File: config.mk
export PLATFORM = sky130hd
export DESIGN_NAME = sensor_frame_deframer_health_top
export DESIGN_NICKNAME = d
export VERILOG_FILES = /design/src/rtl/core/sfdh_pkg.sv /design/src/rtl/core/sensor_frame_deframer_health_top.sv /design/src/rtl/core/sfdh_front.sv /design/src/rtl/core/sfdh_cmd_fifo.sv /design/src/rtl/core/sfdh_back.sv
export SDC_FILE = /design/constraint.sdc
export NUM_CORES = 1
export LEC_CHECK = 0
export ABC_AREA = 1
export BUFFER_PORTS_ARGS = -buffer_cell sky130_fd_sc_hd__buf_2
export CORE_MARGIN = 5
export CORE_UTILIZATION = 60
export DETAILED_ROUTE_END_ITERATION = 10
export GPL_ROUTABILITY_DRIVEN = 0
export PLACE_DENSITY = 0.9
export SYNTH_ARGS = -nofsm -noshare
export SYNTH_HDL_FRONTEND = slang
export SYNTH_SLANG_ARGS = --single-unit
File: constraint.sdc
create_clock -name clk_i -period 14.1 [get_ports clk_i]
set_input_delay 0.705 -clock clk_i [delete_from_list [all_inputs] [get_ports clk_i]]
set_output_delay 0.705 -clock clk_i [all_outputs]
set_load 0.005 [all_outputs]
File: src/rtl/core/sfdh_pkg.sv
`timescale 1ns / 1ps
`default_nettype none
// ----------------------------------------------------------------------------
// Sensor frame deframer package
// Shared constants and types for the deframer front, command queue and
// health back end.
// ----------------------------------------------------------------------------
package sfdh_pkg;

  localparam int unsigned FRAME_BYTES_DEF = 30;
  localparam int unsigned WORD_COUNT      = 6;
  localparam int unsigned WORD_W          = 32;
  localparam int unsigned WORD_BASE       = 4;

  localparam logic [7:0] SYNC_FIRST        = 8'hFA;
  localparam logic [7:0] SYNC_SECOND       = 8'hFF;
  localparam logic [7:0] STALE_LIMIT_RESET = 8'd20;
  localparam logic [7:0] RATE_PERIOD_RESET = 8'd10;
  localparam logic [7:0] STALE_MAX         = 8'hFF;

  localparam logic REQ_BYTE    = 1'b0;
  localparam logic REQ_TICK    = 1'b1;
  localparam logic KIND_FRAME  = 1'b0;
  localparam logic KIND_HEALTH = 1'b1;

  localparam logic CFG_STALE_LIMIT = 1'b0;
  localparam logic CFG_RATE_PERIOD = 1'b1;

  localparam int unsigned CMD_DEPTH = 2;
  localparam int unsigned CMD_PTR_W = 1;
  localparam int unsigned CMD_CNT_W = 2;

  localparam int unsigned IN_DATA_W  = 8;
  localparam int unsigned OUT_DATA_W = 216;

  typedef struct packed {
    logic                                is_tick;
    logic [WORD_COUNT-1:0][WORD_W-1:0]   words;
  } cmd_t;

endpackage
`default_nettype wire

File: src/rtl/core/sensor_frame_deframer_health_top.sv
`timescale 1ns / 1ps
`default_nettype none
// ----------------------------------------------------------------------------
// Sensor frame deframer with link health monitor
// Input stream: tuser selects a received byte (0) or a monitor tick (1),
// tdata carries the byte. Each tick beat yields one health result; a byte
// beat yields a frame result only when it completes a window that starts
// with the sync pair and sums to zero over bytes one and up.
// Output stream: tuser gives the result kind, tdata the six raw 32-bit
// frame words, the fail flag and the latched frame rate.
// One input beat is taken per cycle while the command queue has room. A
// result is registered first in the command queue and then in the output
// register of the health stage.
// The two-entry command queue and the output register let the input keep
// flowing while a result waits; when the receiver stalls, the queue fills
// and input tready falls. Bytes that make no result still need queue room.
// Reset clears the window, the counters and the queue, and loads the
// default stale limit of 20 and rate period of 10. Configuration beats are
// always taken at once; index 0 is the stale limit, index 1 the period.
// ----------------------------------------------------------------------------
module sensor_frame_deframer_health_top import sfdh_pkg::*; #(
  parameter int unsigned FRAME_BYTES = FRAME_BYTES_DEF
) (
  input  wire logic                  clk_i,
  input  wire logic                  rst_ni,
  input  wire logic                  s_axis_tvalid,
  output logic                       s_axis_tready,
  input  wire logic [IN_DATA_W-1:0]  s_axis_tdata,  // rx_byte
  input  wire logic                  s_axis_tuser,  // req_type
  output logic                       m_axis_tvalid,
  input  wire logic                  m_axis_tready,
  // rate_x_word, rate_z_word, rate_y_word, roll_word, pitch_word, yaw_word,
  // link_failed, frame_rate, zero fill
  output logic [OUT_DATA_W-1:0]      m_axis_tdata,
  output logic                       m_axis_tuser,  // result_kind
  input  wire logic                  cfg_valid_i,
  output logic                       cfg_ready_o,
  input  wire logic                  cfg_index_i,
  input  wire logic [7:0]            cfg_data_i
);

  localparam int unsigned PAY_W = WORD_COUNT * WORD_W + 17;

  logic                               accept;
  logic                               push;
  logic                               full;
  logic                               pop;
  logic                               cmd_valid;
  cmd_t                               front_cmd;
  cmd_t                               queue_cmd;
  logic [WORD_COUNT-1:0][WORD_W-1:0]  out_words;
  logic                               out_failed;
  logic [15:0]                        out_rate;

  assign s_axis_tready = !full;
  assign accept        = s_axis_tvalid && s_axis_tready;
  assign cfg_ready_o   = 1'b1;

  sfdh_front #(
    .FRAME_BYTES (FRAME_BYTES)
  ) u_front (
    .clk_i      (clk_i),
    .rst_ni     (rst_ni),
    .accept_i   (accept),
    .req_type_i (s_axis_tuser),
    .rx_byte_i  (s_axis_tdata),
    .push_o     (push),
    .cmd_o      (front_cmd)
  );

  sfdh_cmd_fifo u_cmd_fifo (
    .clk_i   (clk_i),
    .rst_ni  (rst_ni),
    .push_i  (push),
    .cmd_i   (front_cmd),
    .full_o  (full),
    .pop_i   (pop),
    .valid_o (cmd_valid),
    .cmd_o   (queue_cmd)
  );

  sfdh_back u_back (
    .clk_i        (clk_i),
    .rst_ni       (rst_ni),
    .cfg_valid_i  (cfg_valid_i),
    .cfg_index_i  (cfg_index_i),
    .cfg_data_i   (cfg_data_i),
    .cmd_valid_i  (cmd_valid),
    .cmd_i        (queue_cmd),
    .pop_o        (pop),
    .out_valid_o  (m_axis_tvalid),
    .out_ready_i  (m_axis_tready),
    .out_kind_o   (m_axis_tuser),
    .out_words_o  (out_words),
    .out_failed_o (out_failed),
    .out_rate_o   (out_rate)
  );

  assign m_axis_tdata = {(OUT_DATA_W - PAY_W)'(0), out_rate, out_failed, out_words};

endmodule
`default_nettype wire

File: src/rtl/core/sfdh_front.sv
`timescale 1ns / 1ps
`default_nettype none
// ----------------------------------------------------------------------------
// Deframer front end
// Shifts received bytes into the frame window, keeps a running byte sum and
// issues a command for each tick and each frame that passes the check.
// ----------------------------------------------------------------------------
module sfdh_front import sfdh_pkg::*; #(
  parameter int unsigned FRAME_BYTES = FRAME_BYTES_DEF
) (
  input  wire logic       clk_i,
  input  wire logic       rst_ni,
  input  wire logic       accept_i,
  input  wire logic       req_type_i,
  input  wire logic [7:0] rx_byte_i,
  output logic            push_o,
  output cmd_t            cmd_o
);

  localparam int unsigned FILL_W = $clog2(FRAME_BYTES);
  localparam logic [FILL_W-1:0] FILL_LAST = FILL_W'(FRAME_BYTES - 1);

  logic [FRAME_BYTES-1:0][7:0] win_q, win_d;
  logic [7:0]                  sum_q, sum_d;
  logic [FILL_W-1:0]           fill_q, fill_d;
  logic                        byte_acc;
  logic                        good;

  assign byte_acc = accept_i && (req_type_i == REQ_BYTE);

  always_comb begin
    for (int k = 0; k < FRAME_BYTES - 1; k++) begin
      win_d[k] = win_q[k+1];
    end
    win_d[FRAME_BYTES-1] = rx_byte_i;
    sum_d = sum_q - win_q[0] + rx_byte_i;
  end

  // The check sums bytes 1 and up, so the new oldest byte is taken back out.
  assign good = (fill_q == FILL_LAST) && (win_d[0] == SYNC_FIRST) &&
                (win_d[1] == SYNC_SECOND) && ((sum_d - win_d[0]) == 8'd0);

  always_comb begin
    fill_d = fill_q;
    if (byte_acc) begin
      if (good) begin
        fill_d = '0;
      end else if (fill_q != FILL_LAST) begin
        fill_d = fill_q + FILL_W'(1);
      end
    end
  end

  always_comb begin
    cmd_o.is_tick = (req_type_i == REQ_TICK);
    for (int j = 0; j < WORD_COUNT; j++) begin
      cmd_o.words[j] = {win_d[WORD_BASE+4*j],   win_d[WORD_BASE+4*j+1],
                        win_d[WORD_BASE+4*j+2], win_d[WORD_BASE+4*j+3]};
    end
    push_o = accept_i && ((req_type_i == REQ_TICK) || good);
  end

  always_ff @(posedge clk_i or negedge rst_ni) begin
    if (!rst_ni) begin
      win_q  <= '0;
      sum_q  <= '0;
      fill_q <= '0;
    end else if (byte_acc) begin
      win_q  <= win_d;
      sum_q  <= sum_d;
      fill_q <= fill_d;
    end
  end

endmodule
`default_nettype wire

File: src/rtl/core/sfdh_cmd_fifo.sv
`timescale 1ns / 1ps
`default_nettype none
// ----------------------------------------------------------------------------
// Command queue
// Short first-in first-out queue of commands between front and back end.
// ----------------------------------------------------------------------------
module sfdh_cmd_fifo import sfdh_pkg::*; (
  input  wire logic clk_i,
  input  wire logic rst_ni,
  input  wire logic push_i,
  input  cmd_t      cmd_i,
  output logic      full_o,
  input  wire logic pop_i,
  output logic      valid_o,
  output cmd_t      cmd_o
);

  cmd_t                 mem_q [CMD_DEPTH];
  logic [CMD_PTR_W-1:0] wr_ptr_q, rd_ptr_q;
  logic [CMD_CNT_W-1:0] count_q;
  logic                 do_push, do_pop;

  assign full_o  = (count_q == CMD_CNT_W'(CMD_DEPTH));
  assign valid_o = (count_q != '0);
  assign cmd_o   = mem_q[rd_ptr_q];
  assign do_push = push_i && !full_o;
  assign do_pop  = pop_i && valid_o;

  always_ff @(posedge clk_i) begin
    if (do_push) begin
      mem_q[wr_ptr_q] <= cmd_i;
    end
  end

  always_ff @(posedge clk_i or negedge rst_ni) begin
    if (!rst_ni) begin
      wr_ptr_q <= '0;
      rd_ptr_q <= '0;
      count_q  <= '0;
    end else begin
      if (do_push) begin
        wr_ptr_q <= wr_ptr_q + CMD_PTR_W'(1);
      end
      if (do_pop) begin
        rd_ptr_q <= rd_ptr_q + CMD_PTR_W'(1);
      end
      if (do_push && !do_pop) begin
        count_q <= count_q + CMD_CNT_W'(1);
      end else if (do_pop && !do_push) begin
        count_q <= count_q - CMD_CNT_W'(1);
      end
    end
  end

endmodule
`default_nettype wire

File: src/rtl/core/sfdh_back.sv
`timescale 1ns / 1ps
`default_nettype none
// ----------------------------------------------------------------------------
// Health back end
// Holds the link health counters and configuration, executes queued
// commands and drives the registered result stage.
// ----------------------------------------------------------------------------
module sfdh_back import sfdh_pkg::*; (
  input  wire logic        clk_i,
  input  wire logic        rst_ni,
  input  wire logic        cfg_valid_i,
  input  wire logic        cfg_index_i,
  input  wire logic [7:0]  cfg_data_i,
  input  wire logic        cmd_valid_i,
  input  cmd_t             cmd_i,
  output logic             pop_o,
  output logic             out_valid_o,
  input  wire logic        out_ready_i,
  output logic             out_kind_o,
  output logic [WORD_COUNT-1:0][WORD_W-1:0] out_words_o,
  output logic             out_failed_o,
  output logic [15:0]      out_rate_o
);

  logic [7:0]  stale_limit_q, rate_period_q;
  logic [15:0] good_frames_q, good_frames_d;
  logic [15:0] at_latch_q, at_latch_d;
  logic [7:0]  stale_q, stale_d;
  logic        fail_q, fail_d;
  logic [7:0]  period_q, period_d;
  logic [15:0] rate_q, rate_d;
  logic [7:0]  stale_inc, period_inc;

  assign pop_o = cmd_valid_i && (!out_valid_o || out_ready_i);

  assign stale_inc  = (stale_q != STALE_MAX) ? stale_q + 8'd1 : stale_q;
  assign period_inc = period_q + 8'd1;

  always_comb begin
    good_frames_d = good_frames_q;
    at_latch_d    = at_latch_q;
    stale_d       = stale_q;
    fail_d        = fail_q;
    period_d      = period_q;
    rate_d        = rate_q;
    if (cmd_i.is_tick) begin
      stale_d  = stale_inc;
      fail_d   = fail_q || (stale_inc >= stale_limit_q);
      period_d = period_inc;
      if (period_inc >= rate_period_q) begin
        period_d   = '0;
        rate_d     = good_frames_q - at_latch_q;
        at_latch_d = good_frames_q;
      end
    end else begin
      good_frames_d = good_frames_q + 16'd1;
      stale_d       = '0;
      fail_d        = 1'b0;
    end
  end

  always_ff @(posedge clk_i or negedge rst_ni) begin
    if (!rst_ni) begin
      stale_limit_q <= STALE_LIMIT_RESET;
      rate_period_q <= RATE_PERIOD_RESET;
    end else if (cfg_valid_i) begin
      unique case (cfg_index_i)
        CFG_STALE_LIMIT: stale_limit_q <= cfg_data_i;
        CFG_RATE_PERIOD: rate_period_q <= cfg_data_i;
        default: ;
      endcase
    end
  end

  always_ff @(posedge clk_i or negedge rst_ni) begin
    if (!rst_ni) begin
      good_frames_q <= '0;
      at_latch_q    <= '0;
      stale_q       <= '0;
      fail_q        <= 1'b0;
      period_q      <= '0;
      rate_q        <= '0;
      out_valid_o   <= 1'b0;
    end else begin
      if (pop_o) begin
        good_frames_q <= good_frames_d;
        at_latch_q    <= at_latch_d;
        stale_q       <= stale_d;
        fail_q        <= fail_d;
        period_q      <= period_d;
        rate_q        <= rate_d;
        out_valid_o   <= 1'b1;
      end else if (out_ready_i) begin
        out_valid_o   <= 1'b0;
      end
    end
  end

  always_ff @(posedge clk_i) begin
    if (pop_o) begin
      out_kind_o   <= cmd_i.is_tick ? KIND_HEALTH : KIND_FRAME;
      out_words_o  <= cmd_i.is_tick ? '0 : cmd_i.words;
      out_failed_o <= fail_d;
      out_rate_o   <= rate_d;
    end
  end

endmodule
`default_nettype wire
# Word level (Yosys, flattened, before mapping)
# Memory sizes are Yosys's and may differ from the RTL's.
# Cells that the tools add are included.
[word_totals] reg_bits=549 ramBits=386 input_bits=23 output_inout_bits=220 word_cells=121 memories=1
[memory_table] memory="u_cmd_fifo.mem_q" words=2 width=193 read_ports=1 rd_clocked_by_memory_dff=0 write_ports=1 line_no="sfdh_cmd_fifo.sv:18" rtl="cmd_t mem_q [CMD_DEPTH];"
[classes] add_sub_neg=12 order_cmp=2 n_eq_ne=6 muxes=15 n_bitwise=3 reduce_logical=29
[ops] cell="$mux 16" count=2
[ops] cell="$mux 8" count=3
[ops] cell="$add 16x1->16 const B" count=1
[ops] cell="$add 8x1->8 const B" count=2
[ops] cell="$eq 8x8->1 const B" count=2
[ops] cell="$ge 8x8->1" count=2
[ops] cell="$sub 16x16->16" count=1
[ops] cell="$sub 8x8->8" count=2
[ops] cell="$logic_and 1x1->1" count=11
[ops] cell="$mux 5" count=2
[ops] cell="$reduce_and 2->1" count=5
[ops] cell="$add 8x8->8" count=1
[ops] cell="$logic_not 8->1" count=1
[ops] cell="$ne 8x8->1 const B" count=1
[ops] cell="$reduce_bool 2->1" count=4
[ops] cell="$mux 1" count=6
[ops] cell="$add 5x1->5 const B" count=1
[ops] cell="$eq 5x5->1 const B" count=1
[ops] cell="$ne 5x5->1 const B" count=1
[ops] cell="$logic_not 1->1" count=4
[ops] cell="$mux 2" count=2
[ops] cell="$logic_or 1x1->1" count=3
[ops] cell="$not 1->1" count=3
[ops] cell="$reduce_and 3->1" count=1
[ops] cell="4 further kinds" count=5

# Longest topological paths before layout
# Gate-level depths: netlist (run 1).
[logic_depth] word_depth=12 ltp_mapped=27 ltp_nobuf=27

# Modules after synthesis
# From an unflattened synthesis (run 1), not the netlist that was laid out.
[unflattened] hier_cells=3765 area_unflattened_um2=39256.4
[modules_own_cells] module="sfdh_cmd_fifo" n_inst=1 cells_per_inst=1040 area_per_inst_um2=14330.0 seq_area_each_um2=11691.2
[modules_own_cells] module="sfdh_back" n_inst=1 cells_per_inst=1286 area_per_inst_um2=12901.1 seq_area_each_um2=8363.0
[modules_own_cells] module="sfdh_front" n_inst=1 cells_per_inst=1425 area_per_inst_um2=11936.4 seq_area_each_um2=6331.1
[modules_own_cells] module="sensor_frame_deframer_health_top" n_inst=1 cells_per_inst=14 area_per_inst_um2=88.8 seq_area_each_um2=0.0

# Worst setup path before layout (run 1)
# Ideal clock, no wire load.
[synth_path] path_type="input to register" start="input port s_axis_tdata[3]" end="memory u_cmd_fifo.mem_q[1][0] in the netlist's numbering (enable)" arrival_time_ns=11.521 required_ns=13.352 slack_ns=1.830 cell_stages=19 path_buffers=0 cell_sequence="inv_1 > fa_1 > inv_1 > ha_1 > a21o_1 > a31oi_1 > inv_1 > a21oi_1 > o21bai_1 > xor2_1 > ha_1 > a21oi_1 > o21ai_0 > a21oi_1 > nand3b_1 > nand3_2 > nand2_1 > nand2_1 > nor2_1"
[synth_via] elab_chain_cells=9
[synth_lines] item="from (decl)" line_no="sensor_frame_deframer_health_top.sv:28" rtl="input wire logic [IN_DATA_W-1:0] s_axis_tdata,"
[synth_lines] item="$add 8x8->8" line_no="sfdh_front.sv:36" rtl="sum_d = sum_q - win_q[0] + rx_byte_i;"
[synth_lines] item="via u_front.sum_d[6]" line_no="sfdh_front.sv:24" rtl="logic [7:0] sum_q, sum_d;"
[synth_lines] item="$sub 8x8->8" line_no="sfdh_front.sv:41" rtl="(win_d[1] == SYNC_SECOND) && ((sum_d - win_d[0]) == 8'd0);"
[synth_lines] item="$logic_not 8->1" line_no="sfdh_front.sv:41"
[synth_lines] item="$logic_and 1x1->1" line_no="sfdh_front.sv:41"
[synth_lines] item="$logic_or 1x1->1" line_no="sfdh_front.sv:60" rtl="push_o = accept_i && ((req_type_i == REQ_TICK) || good);"
[synth_lines] item="$logic_and 1x1->1" line_no="sfdh_front.sv:60"
[synth_lines] item="$logic_and 1x1->1" line_no="sfdh_cmd_fifo.sv:26" rtl="assign do_push = push_i && !full_o;"
[synth_lines] item="$mux 1" line_no="sfdh_cmd_fifo.sv:30" rtl="if (do_push) begin"
[synth_lines] item="$mux 1 (implied by the code)" line_no="sfdh_cmd_fifo.sv:31" rtl="mem_q[wr_ptr_q] <= cmd_i;"
[synth_lines] item="to (decl)" line_no="sfdh_cmd_fifo.sv:18"
# The timed path passes the listed nets, and every way through them passes these cells.

# Worst setup path in the final report (run 1)
[layout_path] start="register u_front.win_q[3] in the netlist's numbering" end="memory u_cmd_fifo.mem_q[0][11] in the netlist's numbering (enable)"
[layout_via] elab_chain_cells=10
[layout_lines] item="from (decl)" line_no="sfdh_front.sv:23" rtl="logic [FRAME_BYTES-1:0][7:0] win_q, win_d;"
[layout_lines] item="from (signal assigned)" line_no="sfdh_front.sv:69" rtl="win_q <= win_d;"
[layout_lines] item="$sub 8x8->8" line_no="sfdh_front.sv:36"
[layout_lines] item="$add 8x8->8" line_no="sfdh_front.sv:36"
[layout_lines] item="via u_front.sum_d[4]" line_no="sfdh_front.sv:24"
[layout_lines] item="$sub 8x8->8" line_no="sfdh_front.sv:41"
[layout_lines] item="$logic_not 8->1" line_no="sfdh_front.sv:41"
[layout_lines] item="$logic_and 1x1->1" line_no="sfdh_front.sv:41"
[layout_lines] item="$logic_or 1x1->1" line_no="sfdh_front.sv:60"
[layout_lines] item="$logic_and 1x1->1" line_no="sfdh_front.sv:60"
[layout_lines] item="$logic_and 1x1->1" line_no="sfdh_cmd_fifo.sv:26"
[layout_lines] item="$mux 1" line_no="sfdh_cmd_fifo.sv:30"
[layout_lines] item="$mux 1 (implied by the code)" line_no="sfdh_cmd_fifo.sv:31"
# The timed path passes the listed nets, and every way through them passes these cells.

==> results.md, run 1 <==
- Status: finished, final reports clean
- Buf+Inv Stages, Crit Path: 5
- Post-synthesis xor/xnor area fraction: 1.104%
- Final min period: approximately 5800 ps
- CP max stage delay: ~860 ps
- Crit end category: flip-flop
- Row Count: a little over 90
- Post-synthesis sequential area ratio: between 70% and 80%
- Slew headroom: 10.67%
- Worst-Skew Late Latency: 640 ps
- Slew @ Worst Pin: approximately 1300 ps
- Placed Cells: 4,426
- # DRC: 0
- Fin crit share: a little over 40%
- Synthesis-to-finish area growth: 12.98%
- Post-DP HPWL: 47,840 um
- Mapped Avg Cell Area: about 11 um2
- R2R Setup Slk: 8300 ps
- Setup TNS: 0 ps
- Seq pwr share: between 40% and 50%
- FF/Latch Area: between 0.02 and 0.03 mm2
- Pwr/cell area: between 200 and 250 mW/mm2
- Synth Area in Simple Gates: approximately 18%
- Layout cells sized above 1: between 10% and 20%
- Syn Inst Count: about 3,500
- Reg2reg start: u_front.win_q[3]
- Setup slack after layout: 8297 ps
- Clock Power Share: 24.6%
- Max Transition Viols Final: 0
- Ys Warns: 0
- Most used cell, CP: nand2_1
- Pint: roughly 6.4 mW
- Fin cells: roughly 4,600
- Number of max-cap violations: 0
- CP delay by family, top: buffers and inverters
- Hold Fails Final Rpt: 0
- Largest net degree at the start of global routing: between 200 and 300
- CTS tree: built
- Global-route wire length before repair: 130,300 um
- Skew final: approximately 30 ps
- Setup-failing EPs final: 0
- Fraction of registers with async set or reset after synthesis: about 36%
- Chip Height: 259.3 um
- Clk sinks: approximately 940
- Combinational power share: between 30% and 40%
- Critical-path top delay cell: buf_4
- Die width: about 260 um
- Min-delay worst type: input port to asynchronous set/reset pin
- Port bufs: approximately 230
- Flops & latches, synth: slightly above 900
- VDD IR-drop max: between 0.2 and 0.25 mV
- DR iter-0 viols: 2,332
- Post-place setup slack: ~7900 ps
- Area occupied by multi-input gates: ~0.0090 mm2
- Syn Std Cell Area: ~0.037 mm2
- Most frequent cells in the layout: nand2_1 (1,639), edfxtp_1 (596), inv_1 (363)
- Crit path max fanout: approximately 130
- Complex-gate fraction of the synthesized area: under 10%
- Fillers: ~4,000
- Die ar.: approximately 0.067 mm2
- DR pass1 iterations: 9
- CP startpoint kind: flip-flop
- Number of placed I/O pins: around 240
- Clk buf depth: 3
- ANT nets after route: 0
- DR WL/cell: 17.88 um
- Fin nets: roughly 3,800
- Worst EP arrival: between 6000 and 7000 ps
- Starting density of the core: between 60 and 70%
- Setup bufs post-CTS: 0
- Vias in the first global route: approximately 24,000
- Switching portion of total power: between 30 and 40%
- EDFF count, synth: around 600
- Post-Route WL: around 82,000 um
- CTS Buf Count: 90
- RSZ-0062 raised after global routing: no
- Adder-cell area share of the yosys netlist: 2.173%
- Most common cell after layout, fill and taps aside: nand2_1
- Largest family of logic cells by synthesized area: simple AND/OR/NAND/NOR gates
- # diodes: 0
- Worst EP required: 14,350 ps
- Via density: around 5.3
- GRT Util Overall: between 20% and 30%
- Maximum clock frequency: 172.3 MHz
- Total global routing overflow: 0
- Vias: between 20,000 and 25,000
- P_leak: approximately 21 nW
- Crit-path cells: fa_1, inv_1, ha_1, a21o_1, a31oi_1, xor2_1, inv_1, ha_1, nand2_1, inv_1, nand4_1, nand3_1, nand2_1, nand2_1, nand3_1, nor2_1, nand3_2, nand2_1, nand3_1, inv_8, buf_4
- Post-synth top flop: edfxtp_1
- Core area: about 0.062 mm2
- Hold_buf cts: 0
- # resized after CTS: 0
- Antenna violations before repair: 2
- Multiplexer area fraction after synthesis: 0%
- Root buffer cell: clkbuf_16
- Psw: between 3 and 4 mW
- H-tree depth: 3
- Synth unique cells: 44
- Worst setup path class: flip-flop to flip-flop
- Critical path origin: u_front.win_q[3]
- Worst-path clk slew: about 70 ps
==> per-layer routing <==
layer | vias to the layer above | track usage [%] | wire length (um)
met5 | - | 0 | 7
met3 | 183 | 3.745 | 6034
met1 | 11810 | 32.80 | 32150
met2 | 1151 | 40.98 | 41370
met4 | 2 | 8.396 | 2625
li1 | 11410 | - | -
==> synthesized netlist by cell type (all sizes together) (3+ instances only) <==
library cell | count | area (um2)
nand3b | 3 | 35.03
edfxtp | 596 | 17900
nor3 | 13 | 70.07
nor2 | 29 | 145.1
xnor2 | 11 | 96.34
fa | 8 | 160.2
ha | 52 | 650.6
a21oi | 34 | 170.2
o22ai | 3 | 18.77
dfrtp | 335 | 8383
xor2 | 36 | 315.3
inv | 370 | 1389
clkbuf | 104 | 390.4
a31oi | 4 | 25.02
nand3 | 33 | 170.2
dfstp | 4 | 105.1
buf | 36 | 205.2
nand4 | 14 | 87.58
or2 | 3 | 18.77
nand2 | 1646 | 6206
o21ai | 123 | 626.9
a21o | 4 | 30.03
==> area by class of cell <==
class / instances / area share, %
clock buffer: 131 / 6.098
clock inverter: 39 / 1.024
inverter: 370 / 3.372
multi-input combinational: 2035 / 21.28
sequential: 935 / 62.61
tap: 837 / 2.485
timing repair buffer: 249 / 3.129
==> worst paths after layout <==
check / depth (start not counted) / endpoint
max: 21 / u_cmd_fifo.mem_q[0][11]
min: 1 / u_front.cmd_o[126]
max reg2reg: 21 / u_cmd_fifo.mem_q[0][11]
min reg2reg: 2 / u_cmd_fifo.wr_ptr_q
max in group asynchronous: 3 / u_cmd_fifo.rd_ptr_q
min in group clk_i: 3 / u_back.stale_limit_q[4]
==> cells by family (layout without fill, tap and decap cells) <==
family,after synthesis,count (layout)
and+or+nand+nor,1744,1744
other,2,8
adders and majority gates,60,60
buffers and inverters,510,789
xor gates and xnor gates,47,47
AOI/OAI and AO/OA,176,176
DFF,935,935
==> power by group through the flow <==
stage | registers (mW) | clock network, mW | logic [mW]
6_report | 4.47 | 2.43 | 2.97
4_1_cts | 4.47 | 2.46 | 2.97
3_5_place_dp | 4.49 | 0 | 2.92
5_1_grt | 4.55 | 2.58 | 3.33
2_1_floorplan | 4.47 | 0 | 1.91
3_3_place_gp | 4.46 | 0 | 2.77
==> flip-flops by register name, summed over array words and instances (netlist names), 8 cells and up <==
| signal | flops |
|---|---|
| u_cmd_fifo.mem_q | 386 |
| u_back.out_words_o | 192 |
| u_front.cmd_o | 192 |
| u_front.win_d | 40 |
| u_back.at_latch_q | 16 |
| u_back.good_frames_q | 16 |
| u_back.out_rate_o | 16 |
| u_back.rate_q | 16 |
| u_back.period_q | 8 |
| u_back.rate_period_q | 8 |
| u_back.stale_limit_q | 8 |
| u_back.stale_q | 8 |
| u_front.sum_q | 8 |
| u_front.win_q | 8 |
==> through the flow <==
stage	instance area (um2)	power (mW)	util (%)	hold WS (ps)
after floorplan	37330	6.383	-	409.4
after global placement	39150	7.229	63.55	447.8
after detailed placement	39150	7.407	63.55	456.6
after CTS	42150	9.902	68.42	167.3
after global routing	42150	10.46	68.42	198.3
final	42150	9.879	68.42	98.17
(Power assumes the default switching activity.)
==> run 2, diff against run 1 <==
ABC_AREA = 0   (was 1)
clock period = 5.8 ns   (was 14.1 ns; I/O delays follow)
==> run 2 against run 1 <==
Combinational power increased by 78%; critical path depth down 5; flip-flop and latch count did not move; setup slack got worse by 7400 ps; register-to-register slack lost 7400 ps; largest power group unchanged.
==> results.md, run 2 <==
- Status: finished, final reports clean
- Most common cell in the netlist: nand2_1
- Fin Hold WS: around 59 ps
- Crit path max fanout: 38
- Via density: 5.706
- CP startpoint kind: flip-flop
- Synth unique cells: 66
- Main area contributors after synthesis: edfxtp_1 (50%), dfrtp_1 (23%), nand2_1 (8.2%)
- FF-to-FF path depth: 16
- Vias in the first global route: around 23,000
- Setup TNS: 0 ps
- Worst setup path class: flip-flop to flip-flop
- Worst-Skew Late Latency: between 600 and 700 ps
- Worst EP required: between 6000 and 7000 ps
- Worst-path clk slew: roughly 60 ps
- CP max stage delay: approximately 580 ps
- Vias: roughly 22,000
- Switching portion of total power: a little under a third
- Worst EP arrival: between 5000 and 6000 ps
- RSZ-0062 raised after global routing: no
- Largest net degree at the start of global routing: about 190
- Fin crit share: 84.13%
- Mapped Avg Cell Area: between 10 and 15 um2
- Slew headroom: 14.83%
- Post-DP HPWL: 46,670 um
- DR pass1 iterations: 6
- Chip Height: 255.5 um
- Reg with most FFs: u_cmd_fifo.mem_q
- Fin nets: between 3,000 and 4,000
- Psw: 6.654 mW
- CTS Buf Count: ~90
- Combinational power share: 25.0%
- # DRC: 0
- Synth area leader: edfxtp_1
- Crit end category: flip-flop
- Min-delay worst type: input port to flip-flop
- GRT Util Overall: 23.78%
- Most frequent cells in the layout: nand2_1 (792), edfxtp_1 (596), dfrtp_1 (334)
- Fin util: 68.93%
- Ys Warns: 0
- Global-route wire length before repair: between 100,000 and 150,000 um
- Number of max-cap violations: 0
- Post-synth top flop: edfxtp_1
- Clk buf depth: 3
- Die ar.: 0.06526 mm2
- # resized after CTS: 0
- DR iter-0 viols: ~2,400
- Flops & latches, synth: 935
- Synth top cells by count: nand2_1 (792), edfxtp_1 (596), dfrtp_1 (335)
- Largest register FFs: between 300 and 400
- Fraction of registers with async set or reset after synthesis: 36.26%
- Fillers: roughly 3,600
- Layout cells sized above 1: 14.83%
- Clock Power Share: ~27%
- Hold Fails Final Rpt: 0
- Yosys top cell area share: between 40% and 50%
- Clk sinks: about 940
- Maximum clock frequency: between 200 and 250 MHz
- VDD IR-drop max: about 0.50 mV
- Pwr/cell area: about 500 mW/mm2
- Synthesis-to-finish area growth: 14.44%
- Total global routing overflow: 0
- Number of placed I/O pins: roughly 240
- Starting density of the core: 60.23%
- H-tree depth: 3
- Slew @ Worst Pin: 1271 ps
- Setup-failing EPs final: 0
- Max Transition Viols Final: 0
- CTS tree: built
- Syn Std Cell Area: ~0.036 mm2
- Port bufs: roughly 230
- EDFF count, synth: 596
- DR WL/cell: roughly 20 um
- Die width: about 260 um
- Seq pwr share: between 40% and 50%
- WHS Path Cells: 3
- Most common cell after layout, fill and taps aside: nand2_1
- Crit-path cells: inv_1, fa_1, inv_1, ha_4, a21o_1, a21oi_1, nand2_1, xor2_1, ha_1, nand2_1, a21o_1, a21boi_0, o22ai_1, a21bo_4, a211oi_4, buf_4
- Pint: about 14 mW
- Final min period: between 4000 and 5000 ps
- P_leak: roughly 18 nW
- Post-Route WL: a little under 80,000 um
- Row Count: 90
- Root buffer cell: clkbuf_16
- Critical-path top delay cell: buf_4
- Post-synthesis sequential area ratio: 72.99%
- Skew final: 37.38 ps
- ANT nets after route: 0
- Core area: roughly 0.06 mm2
- Syn Inst Count: 2,738
- Antenna violations before repair: 2
==> run 2: cell count changes in the layout (fill, tap and decap cells not counted), sizes merged, moves of 29 or more <==
cell,delta
nor2,+188
nand2,-854
o21ai,-40
mux2,+29
mux2i,+194
inv,-289
==> run 2: cell families (layout without fill, tap and decap cells) <==
group | after synthesis | count (layout) | synth area share (%)
AO/OA/AOI/OAI | 167 | 167 | 2.814
XOR/XNOR | 52 | 52 | 1.350
multiplexers | 223 | 223 | 6.309
adder cells (fa/ha/maj) | 60 | 60 | 2.243
buffers and inverters | 195 | 520 | 2.146
flip-flops | 935 | 935 | 72.99
AND/OR/NAND/NOR | 1104 | 1104 | 12.13
other | 2 | 9 | 0.02077
==> run 2: through the flow <==
step                total power [mW]  setup WS [ps]  cell area [um2]  cells
finish                         21.11          920.4            41370   3852
CTS                            21.18          969.3            41370   3851
global placement               14.89           1041            38280   3667
detailed placement             15.28          893.8            38280   3667
floorplan                      13.30          -2784            36250   2744
global route                   22.11          738.5            41370   3852
==> run 2: worst paths after layout <==
check                                   from                       to  slack [ps]
setup / recovery            u_front.sum_q[3]  u_cmd_fifo.mem_q[0][40]         920
hold / removal               s_axis_tdata[1]       u_front.win_d[225]          60
setup reg to reg            u_front.sum_q[3]  u_cmd_fifo.mem_q[0][40]         920
hold reg to reg            u_front.win_d[26]        u_front.win_d[18]         470
max in group asynchronous             rst_ni      u_cmd_fifo.rd_ptr_q        3990
min in group asynchronous             rst_ni        u_back.stale_q[1]         310
==> run 2: worst max-delay path: cells and delay by family, from the launching register on <==
kind            cells  cell delay, ps
fa+ha+maj           3            1130
simple gates        2             220
buf+inv             3             720
compound gates      7            1920
flops               1             340
xor+xnor            1             180
==> run 2: final cells by class <==
type                       instances  area (um2)  share of cell area [%]
antenna                            1       2.502                0.006049
clock buffer                     115        2395                   5.789
clock inverter                    52       526.8                   1.273
inverter                          79       305.3                  0.7379
multi-input combinational       1614        9112                   22.03
sequential                       935       26390                   63.79
tap                              782       978.4                   2.365
timing repair buffer             274        1662                   4.016
==> run 2: metal layers <==
metal	vias to the layer above	part of all wire, %	global-route usage (%)	wire [um]
li1	9869	-	-	-
met1	10990	38	30.63	29650
met2	926	52	41.18	40680
met3	195	6.5	3.999	5105
met4	0	3.6	9.040	2811
met5	-	0	0	0
==> run 2: power by group through the flow <==
| stage | registers (mW) | logic [mW] | clock network, mW |
|---|---|---|---|
| finish | 10.0 | 5.28 | 5.79 |
| floorplan | 10.0 | 3.27 | 0 |
| global placement | 10.0 | 4.88 | 0 |
| CTS | 10.0 | 5.28 | 5.85 |
| detailed placement | 10.1 | 5.15 | 0 |
| global route | 10.2 | 5.76 | 6.16 |
==> run 2: what timing repair did <==
action                                 in CTS  in global routing
endpoints found under the hold margin     141                  0
hold buffers                               17                  0
buffers inserted                            0                  0
